$ cat config.mk
export PLATFORM = sky130hd
export DESIGN_NAME = telnet_receive_filter
export DESIGN_NICKNAME = d
export VERILOG_FILES = /design/src/design/trf_pkg.sv /design/src/design/trf_decode.sv /design/src/design/trf_burst.sv /design/src/design/telnet_receive_filter.sv
export SDC_FILE = /design/constraint.sdc
export NUM_CORES = 1
export LEC_CHECK = 0
export ABC_AREA = 1
export BUFFER_PORTS_ARGS = -buffer_cell sky130_fd_sc_hd__buf_2
export CAP_MARGIN = 0
export CORE_ASPECT_RATIO = 0.5
export CORE_MARGIN = 4
export CORE_UTILIZATION = 30
export CTS_CLUSTER_DIAMETER = 30
export CTS_CLUSTER_SIZE = 14
export DETAILED_ROUTE_END_ITERATION = 12
export PLACE_DENSITY = 0.48
export SLEW_MARGIN = 0
export SYNTH_ARGS = -nofsm -noshare
export SYNTH_HDL_FRONTEND = slang
export SYNTH_HIERARCHICAL = 1
export SYNTH_SLANG_ARGS = --single-unit
$ cat constraint.sdc
create_clock -name clk_i -period 2 [get_ports clk_i]
set_input_delay 0 -clock clk_i [delete_from_list [all_inputs] [get_ports clk_i]]
set_output_delay 0 -clock clk_i [all_outputs]
set_load 0.01 [all_outputs]
$ cat src/design/trf_pkg.sv
`default_nettype none

package trf_pkg;

  localparam int unsigned ByteW = 8;

  // telnet command codes
  localparam logic [ByteW-1:0] CODE_IAC  = 8'hff;
  localparam logic [ByteW-1:0] CODE_DONT = 8'hfe;
  localparam logic [ByteW-1:0] CODE_DO   = 8'hfd;
  localparam logic [ByteW-1:0] CODE_WONT = 8'hfc;
  localparam logic [ByteW-1:0] CODE_WILL = 8'hfb;

  // register file
  localparam int unsigned CfgIdxW = 2;
  localparam logic [CfgIdxW-1:0] CFG_OPT_A = 2'd0;
  localparam logic [CfgIdxW-1:0] CFG_OPT_B = 2'd1;
  localparam logic [CfgIdxW-1:0] CFG_OPT_C = 2'd2;

  localparam logic [ByteW-1:0] OPT_A_RST = 8'd0;
  localparam logic [ByteW-1:0] OPT_B_RST = 8'd3;
  localparam logic [ByteW-1:0] OPT_C_RST = 8'd1;

  localparam int unsigned MaxBeats = 3;

  typedef enum logic [2:0] {
    PH_IDLE = 3'd0,
    PH_IAC  = 3'd1,
    PH_WILL = 3'd2,
    PH_WONT = 3'd3,
    PH_DO   = 3'd4,
    PH_DONT = 3'd5
  } phase_e;

  typedef struct packed {
    logic [ByteW-1:0] rx_byte;
    logic             block_end;
  } in_t;

  typedef struct packed {
    logic [ByteW-1:0] out_byte;
    logic             to_peer;
    logic             last_of_run;
  } out_t;

  // results of one received byte, beat 0 first
  typedef struct packed {
    logic [1:0]               cnt;
    out_t [MaxBeats-1:0]      beat;
  } burst_t;

  // buffer status seen by the top level
  typedef struct packed {
    logic [1:0] pending;
    logic [1:0] rd_ptr;
  } buf_stat_t;

endpackage

`default_nettype wire

$ cat src/design/trf_decode.sv
`default_nettype none

module trf_decode (
  input  wire                          clk_i,
  input  wire                          rst_ni,
  input  wire                          cfg_we_i,
  input  wire [trf_pkg::CfgIdxW-1:0]   cfg_idx_i,
  input  wire [trf_pkg::ByteW-1:0]     cfg_data_i,
  input  wire                          take_i,
  input  trf_pkg::in_t                 in_i,
  output trf_pkg::burst_t              burst_o
);
  import trf_pkg::*;

  phase_e           phase_q, phase_d;
  logic [ByteW-1:0] opt_a_q, opt_b_q, opt_c_q;
  logic [ByteW-1:0] b;
  logic             accepted;

  assign b        = in_i.rx_byte;
  assign accepted = (b == opt_a_q) || (b == opt_b_q) || (b == opt_c_q);

  always_ff @(posedge clk_i or negedge rst_ni) begin
    if (!rst_ni) begin
      opt_a_q <= OPT_A_RST;
      opt_b_q <= OPT_B_RST;
      opt_c_q <= OPT_C_RST;
    end else if (cfg_we_i) begin
      unique case (cfg_idx_i)
        CFG_OPT_A: opt_a_q <= cfg_data_i;
        CFG_OPT_B: opt_b_q <= cfg_data_i;
        CFG_OPT_C: opt_c_q <= cfg_data_i;
        default: ;
      endcase
    end
  end

  always_ff @(posedge clk_i or negedge rst_ni) begin
    if (!rst_ni) begin
      phase_q <= PH_IDLE;
    end else if (take_i) begin
      phase_q <= phase_d;
    end
  end

  always_comb begin
    phase_d      = PH_IDLE;
    burst_o      = '0;
    unique case (phase_q)
      PH_IAC: begin
        if (b == CODE_WILL) begin
          phase_d = PH_WILL;
        end else if (b == CODE_WONT) begin
          phase_d = PH_WONT;
        end else if (b == CODE_DO) begin
          phase_d = PH_DO;
        end else if (b == CODE_DONT) begin
          phase_d = PH_DONT;
        end else if (b == CODE_IAC) begin
          burst_o.cnt     = 2'd1;
          burst_o.beat[0] = '{out_byte: CODE_IAC, to_peer: 1'b0, last_of_run: 1'b1};
        end else begin
          burst_o.cnt     = 2'd2;
          burst_o.beat[0] = '{out_byte: CODE_IAC, to_peer: 1'b0, last_of_run: 1'b0};
          burst_o.beat[1] = '{out_byte: b, to_peer: 1'b0, last_of_run: 1'b1};
        end
      end
      PH_WILL, PH_DO: begin
        if (!accepted) begin
          burst_o.cnt     = 2'd3;
          burst_o.beat[0] = '{out_byte: CODE_IAC, to_peer: 1'b1, last_of_run: 1'b0};
          burst_o.beat[1] = '{out_byte: (phase_q == PH_WILL) ? CODE_DONT : CODE_WONT,
                              to_peer: 1'b1, last_of_run: 1'b0};
          burst_o.beat[2] = '{out_byte: b, to_peer: 1'b1, last_of_run: 1'b1};
        end
      end
      PH_WONT, PH_DONT: ;
      default: begin
        // idle, and any stray phase code
        if (b == CODE_IAC) begin
          phase_d = PH_IAC;
        end else begin
          burst_o.cnt     = 2'd1;
          burst_o.beat[0] = '{out_byte: b, to_peer: 1'b0, last_of_run: 1'b1};
        end
      end
    endcase
  end

endmodule

`default_nettype wire

$ cat src/design/trf_burst.sv
`default_nettype none

module trf_burst (
  input  wire                 clk_i,
  input  wire                 rst_ni,
  input  wire                 load_i,
  input  trf_pkg::burst_t     burst_i,
  output logic                can_load_o,
  output logic                out_valid_o,
  input  wire                 out_ready_i,
  output trf_pkg::out_t       out_o,
  output trf_pkg::buf_stat_t  stat_o
);
  import trf_pkg::*;

  out_t       beat_q [MaxBeats];
  logic [1:0] pending_q, pending_d;
  logic [1:0] rd_q, rd_d;
  logic       pop;

  assign out_valid_o = (pending_q != 2'd0);
  assign pop         = out_valid_o && out_ready_i;
  assign can_load_o  = (pending_q == 2'd0) || ((pending_q == 2'd1) && out_ready_i);
  assign out_o       = beat_q[rd_q];
  assign stat_o      = '{pending: pending_q, rd_ptr: rd_q};

  always_comb begin
    pending_d = pending_q;
    rd_d      = rd_q;
    if (load_i) begin
      pending_d = burst_i.cnt;
      rd_d      = 2'd0;
    end else if (pop) begin
      pending_d = pending_q - 2'd1;
      rd_d      = rd_q + 2'd1;
    end
  end

  always_ff @(posedge clk_i or negedge rst_ni) begin
    if (!rst_ni) begin
      pending_q <= 2'd0;
      rd_q      <= 2'd0;
    end else begin
      pending_q <= pending_d;
      rd_q      <= rd_d;
    end
  end

  always_ff @(posedge clk_i) begin
    if (load_i) begin
      for (int i = 0; i < MaxBeats; i++) begin
        beat_q[i] <= burst_i.beat[i];
      end
    end
  end

endmodule

`default_nettype wire

$ cat src/design/telnet_receive_filter.sv
`default_nettype none

// telnet receive filter: strips telnet commands from a received byte stream.
// plain bytes come out as data (to_peer low); iac iac gives one 255 data byte;
// iac will/do with an option that matches none of the three accepted option
// registers gives a three-byte refusal to the peer (iac dont opt or iac wont
// opt, to_peer high); iac wont/dont opt is dropped; iac with any other byte
// passes both bytes as data. last_of_run marks the final result of one input
// byte; bytes that only advance a command give no result. block_end does not
// affect filtering, partial commands carry across blocks.
// rate: one byte per cycle when each byte yields at most one result and the
// output is ready. the result buffer drains one beat a cycle while the output
// is ready, so a byte giving several results holds the input until only its
// final beat is left. input is taken while that final beat is being accepted.
// results are registered: a result appears the cycle after its byte is taken.
// the option registers are written through cfg_we_i / cfg_idx_i / cfg_data_i
// (0: option a, reset 0; 1: option b, reset 3; 2: option c, reset 1); an
// index beyond these is ignored. write only while the block is idle.
module telnet_receive_filter (
  input  wire                         clk_i,
  input  wire                         rst_ni,
  // option registers
  input  wire                         cfg_we_i,
  input  wire [trf_pkg::CfgIdxW-1:0]  cfg_idx_i,
  input  wire [trf_pkg::ByteW-1:0]    cfg_data_i,
  // received byte request
  input  wire                         in_valid_i,
  output logic                        in_ready_o,
  input  trf_pkg::in_t                in_i,
  // filtered byte request
  output logic                        out_valid_o,
  input  wire                         out_ready_i,
  output trf_pkg::out_t               out_o
);
  import trf_pkg::*;

  burst_t    burst;
  buf_stat_t stat;
  logic      take;

  // a new byte is taken once the buffer is empty or is handing off its last beat
  assign take = in_valid_i && in_ready_o;

  // parser: phase register, option registers and the per-byte result burst
  trf_decode u_decode (
    .clk_i      (clk_i),
    .rst_ni     (rst_ni),
    .cfg_we_i   (cfg_we_i),
    .cfg_idx_i  (cfg_idx_i),
    .cfg_data_i (cfg_data_i),
    .take_i     (take),
    .in_i       (in_i),
    .burst_o    (burst)
  );

  // result register: holds up to three beats and hands them out in order
  trf_burst u_burst (
    .clk_i       (clk_i),
    .rst_ni      (rst_ni),
    .load_i      (take),
    .burst_i     (burst),
    .can_load_o  (in_ready_o),
    .out_valid_o (out_valid_o),
    .out_ready_i (out_ready_i),
    .out_o       (out_o),
    .stat_o      (stat)
  );

  // a byte is only taken when no more than the final beat is still waiting
  a_take_room: assert property (@(posedge clk_i) disable iff (!rst_ni)
    take |-> (stat.pending <= 2'd1))
    else $error("byte taken while earlier results still pending");

  // last_of_run sits on exactly the final buffered beat
  a_last_mark: assert property (@(posedge clk_i) disable iff (!rst_ni)
    out_valid_o |-> (out_o.last_of_run == (stat.pending == 2'd1)))
    else $error("last_of_run out of step with buffered beats");

  // a burst never runs past its three beats
  a_burst_len: assert property (@(posedge clk_i) disable iff (!rst_ni)
    ({1'b0, stat.pending} + {1'b0, stat.rd_ptr}) <= 3'd3)
    else $error("result buffer read past burst");

  // refusal beats are consecutive: a peer beat that is not last is followed by a peer beat
  a_refusal_run: assert property (@(posedge clk_i) disable iff (!rst_ni)
    (out_valid_o && out_ready_i && out_o.to_peer && !out_o.last_of_run)
      |=> (out_valid_o && out_o.to_peer))
    else $error("refusal sequence broken");

endmodule

`default_nettype wire
==> metrics, run 1 <==
clock latency on the worst-skew pair=0.32 ns; Ports=36; yosys warns=6; Synth Instances=374; CTS tree=done; synthesis-to-layout area growth=21.13%; register bit total from synthesis=61; CTS H-tree depth=3; top cells by area, synth=edfxtp_1, dfrtp_1, nand2_1; number of vias per cell=4.293; largest net degree at the start of global routing=32; fmax=0.5778 GHz; EDFF count, synth=30; Required @ worst endpoint=2.19 ns; syn_area_per_cell=8.615 um2; fillers=1099; first-pass GRT wire length=11.72 mm; HP Class=primary input to flip-flop; number of global-route vias before repair=2312; Pleak=1.807 nW; drt wl/cell=12.78 um; PwrDens=1293 nW/um2; Cell Count, Final, Fillers Out=563; layout cells sized above 1=19.62%; antenna-violating nets left=0; count leader, synth=nand2_1; Final Skew=0.005453 ns; part of the cycle the worst path needs=86.54%; VDD IR max=0.0004610 V; Crit Path Class=flip-flop to flip-flop; Initial Util=31.14%; port bufs=34; asr flop ratio synth=50.82%; synthesized area=3222 um2; via count=2417; syn nets=400; final wirelength=7.195 mm; setup TNS=0 ns; DP Cell Count=535; Root Buffer=clkbuf_16; Final Setup Violations=0; Final Slew Violations=0; RSZ-0062 raised after global routing=false; prevailing post-synth register cell=edfxtp_1; Post-Place Worst Slack=0.1819 ns; GR Overflow Total=0; Antenna Cells=0; die height=81.28 um; initial DRC count=120; Hold Vio Cnt, Final=0; DP HPWL=4.990 mm; Slew @ Worst Pin=0.7332 ns; Post-synth top cells=nand2_1, inv_1, o21ai_0; row count=26; Netlist cell types=27; TritonCTS Buffers=9; Core ar.=10340 um2; Total GRT Usage=12.09%; GPL Wtd Cong=0.8031; Die Width=154.6 um; status=complete, no violations; arrival time worst endpoint=1.93 ns; R2R Setup Slk=0.27 ns; max_slew headroom=51.12%; worst-path fanout max=20; post-CTS sizing=0; max-cap violations=0; DIE AREA=12560 um2; buffer depth of the longest clock path=2; clk sinks=61; initial antenna violation count=0; Setup WS post-layout=0.2693 ns; minimum clock period=1.731 ns; DRC errors left=0; clock slew seen by the registers of the worst setup and hold paths=0.05 ns; Worst Setup End Kind=flip-flop; top cell type's share of synthesized area=27.96%; sequential share of the synthesized area=52.16%; layout net count=444; nature of the critical path startpoint=flip-flop; TritonRoute pass-1 iters=4; most area-hungry cell type in the Yosys netlist=edfxtp_1
[through the flow]
stage	instance area (um2)	utilization, %	total power, mW	hold WS [ns]
6_report	3902	37.72	5.047	0.003349
5_1_grt	3902	37.72	5.407	0.01483
4_1_cts	3867	37.39	5.068	0.001489
3_5_place_dp	3493	33.77	3.560	0.1102
3_3_place_gp	3493	33.77	3.547	0.1103
2_1_floorplan	3226	-	2.997	-0.2956
[power by group]
part	internal, mW	switching (mW)	total [mW]
Clock	0.950	0.525	1.47
Combinational	0.678	1.05	1.73
Sequential	1.72	0.122	1.85
[flip-flops by register name (all words and copies together), names as in the netlist]
name,count
u_decode/opt_c_q,8
u_burst/beat_q,30
u_burst/rd_q,2
u_decode/phase_q,3
u_burst/pending_q,2
u_decode/opt_a_q,8
u_decode/opt_b_q,8
[worst max-delay path: stages (launching register included)]
cell and delay [ns]:
dfstp_2 0.53, nand2_1 0.05, nand2_1 0.06, nand2_1 0.05
nor2_1 0.15, nand2_2 0.09, nand4_4 0.25, nand3_1 0.12
nand2_1 0.08, o21ai_0 0.07, nand2_1 0.06, o21ai_0 0.08
[final timing paths]
| check | start | end | cells past startpoint |
|---|---|---|---|
| hold / removal | cfg_data_i[4] | u_decode/opt_b_q[4]$_DFFE_PN0P_ | 3 |
| hold reg to reg | u_decode/opt_c_q[0]$_DFFE_PN1P_ | u_decode/opt_c_q[0]$_DFFE_PN1P_ | 2 |
| max in group asynchronous | rst_ni | u_burst/rd_q[0]$_DFFE_PN0P_ | 2 |
| setup / recovery | u_decode/opt_b_q[1]$_DFFE_PN1P_ | u_burst/pending_q[0]$_DFFE_PN0P_ | 11 |
| min in group asynchronous | rst_ni | u_decode/opt_b_q[7]$_DFFE_PN0P_ | 2 |
| setup reg to reg | u_decode/opt_b_q[1]$_DFFE_PN1P_ | u_burst/pending_q[0]$_DFFE_PN0P_ | 11 |
[area by class of cell]
type	instances	area, um2	share of cell area (%)
clock inverters	6	55.05	1.411
multi-input cells	247	1214	31.10
well taps	140	175.2	4.489
flip-flops and latches	61	1680	43.06
clock buffers	10	229.0	5.867
inverters	46	176.4	4.521
repair buffers	53	372.9	9.554
[cell families after synthesis]
family,Yosys count,synth area share (%)
AOI/OAI and AO/OA,62,9.942
DFF,61,52.16
buffers and inverters,66,10.17
xor gates and xnor gates,17,4.621
and+or+nand+nor,166,22.33
adders and majority gates,2,0.7766
[cells in the final DEF, fill, tap and decap left out, types with 2 or more instances in the layout]
cell type      count
dfrtp_1           28
a21oi_1           21
nand4_1            4
dlygate4sd3_1      9
nor2_1            21
inv_2              7
nand2_2            2
inv_1             38
xnor2_1           16
o21ai_0           35
o21ai_1            2
buf_12             3
clkbuf_16          9
nor2_2            10
edfxtp_1          30
ha_1               2
clkinvlp_4         2
buf_4              7
clkinv_2           2
nand2_1          101
dfstp_2            3
clkinv_1           2
buf_2             34
nand3_1           26
[per-layer routing]
layer  GRT usage (%)  share of wire, %  wire length (um)  vias to the layer above
met3           3.991               3.8               273                        5
met1           15.73                50              3622                     1087
met2           19.48                45              3240                       36
li1                -                 -                 -                     1289
met4           3.436              0.82                59                        0
met5               0                 0                 0                        -
[timing repair]
item	in CTS	in global routing
hold endpoints to repair	49	0
endpoints found under the setup margin	0	2
hold buffers	9	0
buffers inserted	0	3
Power figures use the tool's default switching activity.
==> run 2: changes to the inputs <==
MAX_ROUTING_LAYER = met4   (was unset)
==> run 2 against run 1 <==
Critical path depth decreased by 3. Die area unchanged. Flip-flop and latch count unchanged. Worst hold slack about the same. Sequential share of layout area unchanged. Register-to-register slack about the same. Clock power about the same. Cell count unchanged. First-iteration DRC count increased by 15%. Fmax decreased by 0.43%. Highest routed layer unchanged.
==> metrics, run 2 (synthesized netlist as in run 1, its figures left out) <==
clk sinks=61 (unchanged); max_slew headroom=51.20% (was 51.12%); Initial Util=31.14% (unchanged); Buf/Inv on CP=1 (was 0); Root Buffer=clkbuf_16 (unchanged); Final Skew=0.005925 ns (was 0.005453 ns); Crit Path Class=flip-flop to flip-flop (unchanged); row count=26 (unchanged); Largest delay share family, worst path=simple AND/OR/NAND/NOR gates (unchanged); fillers=1099 (unchanged); DP HPWL=4.990 mm (unchanged); Hold Vio Cnt, Final=0 (unchanged); Core ar.=10340 um2 (unchanged); largest net degree at the start of global routing=32 (unchanged); Final Setup Violations=0 (unchanged); TritonCTS Buffers=9 (unchanged); CTS H-tree depth=3 (unchanged); DIE AREA=12560 um2 (unchanged); clock slew seen by the registers of the worst setup and hold paths=0.05 ns (about the same); initial antenna violation count=0 (unchanged); layout cells sized above 1=19.62% (unchanged); Worst Hold Slack=0.003082 ns (was 0.003349 ns); CTS tree=done (unchanged); Final Slew Violations=0 (unchanged); VDD IR max=0.0004618 V (was 0.0004610 V); Antenna Cells=0 (unchanged); Pwr Total=5.044 mW (was 5.047 mW); Pleak=1.807 nW (unchanged); DRC errors left=0 (unchanged); dpl cell area=3493 um2 (unchanged); arrival time worst endpoint=1.80 ns (was 1.93 ns); worst-path fanout max=20 (unchanged); part of the cycle the worst path needs=86.91% (was 86.54%); Largest register FFs=30 (unchanged); layout net count=444 (unchanged); final wirelength=7.185 mm (was 7.195 mm); drt wl/cell=12.76 um (was 12.78 um); synthesis-to-layout area growth=21.13% (unchanged); register area=1680 um2 (unchanged); Slew @ Worst Pin=0.7320 ns (was 0.7332 ns); Reg with most FFs=u_burst/beat_q (unchanged); clock latency on the worst-skew pair=0.32 ns (about the same); first-pass GRT wire length=11.72 mm (unchanged); fmax=0.5753 GHz (was 0.5778 GHz); number of vias per cell=4.290 (was 4.293); nature of the critical path startpoint=flip-flop (unchanged); GR Overflow Total=0 (unchanged); initial DRC count=138 (was 120); Die Width=154.6 um (unchanged); TritonRoute pass-1 iters=4 (unchanged); CP max stage cell=dfstp_2 (unchanged); critical path's most frequent cell=nand2_1 (unchanged); post-CTS sizing=0 (unchanged); Required @ worst endpoint=2.06 ns (was 2.19 ns); area of the multi-input gates=1214 um2 (unchanged); die height=81.28 um (unchanged); Design Area, Final=3902 um2 (unchanged); antenna-violating nets left=0 (unchanged); buffer depth of the longest clock path=2 (unchanged); HP Class=primary input to flip-flop (unchanged); Ports=36 (unchanged); status=complete, no violations (unchanged); max-cap violations=0 (unchanged); Total GRT Usage=12.47% (was 12.09%); CP max stage delay=0.53 ns (about the same); Worst Setup End Kind=flip-flop (unchanged); most frequent cells in the layout=nand2_1, inv_1, o21ai_0 (unchanged); most common cell after layout, fill and taps aside=nand2_1 (unchanged); PwrDens=1293 nW/um2 (about the same); port bufs=34 (unchanged); minimum clock period=1.738 ns (was 1.731 ns); via count=2415 (was 2417); number of global-route vias before repair=2309 (was 2312); worst-path cell chain=nand2_1 -> nand2_1 -> nand2_1 -> nor2_1 -> nand2_2 -> nand4_4 -> buf_4 -> nand3_1 (was nand2_1 -> nand2_1 -> nand2_1 -> nor2_1 -> nand2_2 -> nand4_4 -> nand3_1 -> nand2_1 -> o21ai_0 -> nand2_1 -> o21ai_0); RSZ-0062 raised after global routing=false (unchanged); setup TNS=0 ns (unchanged); GPL Wtd Cong=0.8148 (was 0.8031)
==> run 2: cell type report <==
class	count	area share, %
Clock buffer	10	5.867
Tap cell	140	4.489
Multi-Input combinational cell	247	31.10
Sequential cell	61	43.06
Inverter	46	4.521
Clock inverter	6	1.411
Timing Repair Buffer	53	9.554
==> run 2: tightest hold or removal path: stages <==
cell     delay, ns
buf_2         0.07
inv_1         0.06
o21ai_0       0.15
==> run 2: worst paths after layout <==
kind	startpoint	to	slack, ns	depth (start not counted)
max in group asynchronous	rst_ni	u_burst/rd_q[0]$_DFFE_PN0P_	1.25	2
worst max-delay path	u_decode/opt_b_q[1]$_DFFE_PN1P_	u_burst/beat_q[0][3]$_DFFE_PP_	0.26	8
worst max register to register	u_decode/opt_b_q[1]$_DFFE_PN1P_	u_burst/beat_q[0][3]$_DFFE_PP_	0.26	8
min in group asynchronous	rst_ni	u_decode/opt_b_q[7]$_DFFE_PN0P_	0.28	2
worst min-delay path	cfg_data_i[4]	u_decode/opt_b_q[4]$_DFFE_PN0P_	0.003	3
worst min register to register	u_decode/opt_c_q[0]$_DFFE_PN1P_	u_decode/opt_c_q[0]$_DFFE_PN1P_	0.50	2
==> run 2: per-layer routing <==
metal	vias to the layer above	part of all wire (%)	global-route usage [%]
met5	-	0	-
met4	0	0.85	3.436
met3	4	4.0	3.991
met2	33	45	19.48
met1	1088	50	15.76
li1	1290	-	-
==> run 2: where the power goes <==
part	total (mW)	switching, mW	internal (mW)	leakage [nW]
clock	1.47	0.525	0.950	0.137
combinational	1.72	1.04	0.678	1.00
sequential	1.85	0.122	1.72	0.668
==> run 2: repair_timing <==
action | in CTS | in global routing
endpoints found under the setup margin | 0 | 2
hold buffers | 9 | 0
hold endpoints to repair | 49 | 0
buffers inserted | 0 | 3
==> run 2: stage by stage <==
stage               instances  utilization, %  setup slack [ns]
detailed placement        535           33.77            0.1819
global placement          535           33.77            0.2372
finish                    563           37.72            0.2617
CTS                       560           37.39            0.1557
global route              563           37.72           0.08542
floorplan                 374               -           0.02207
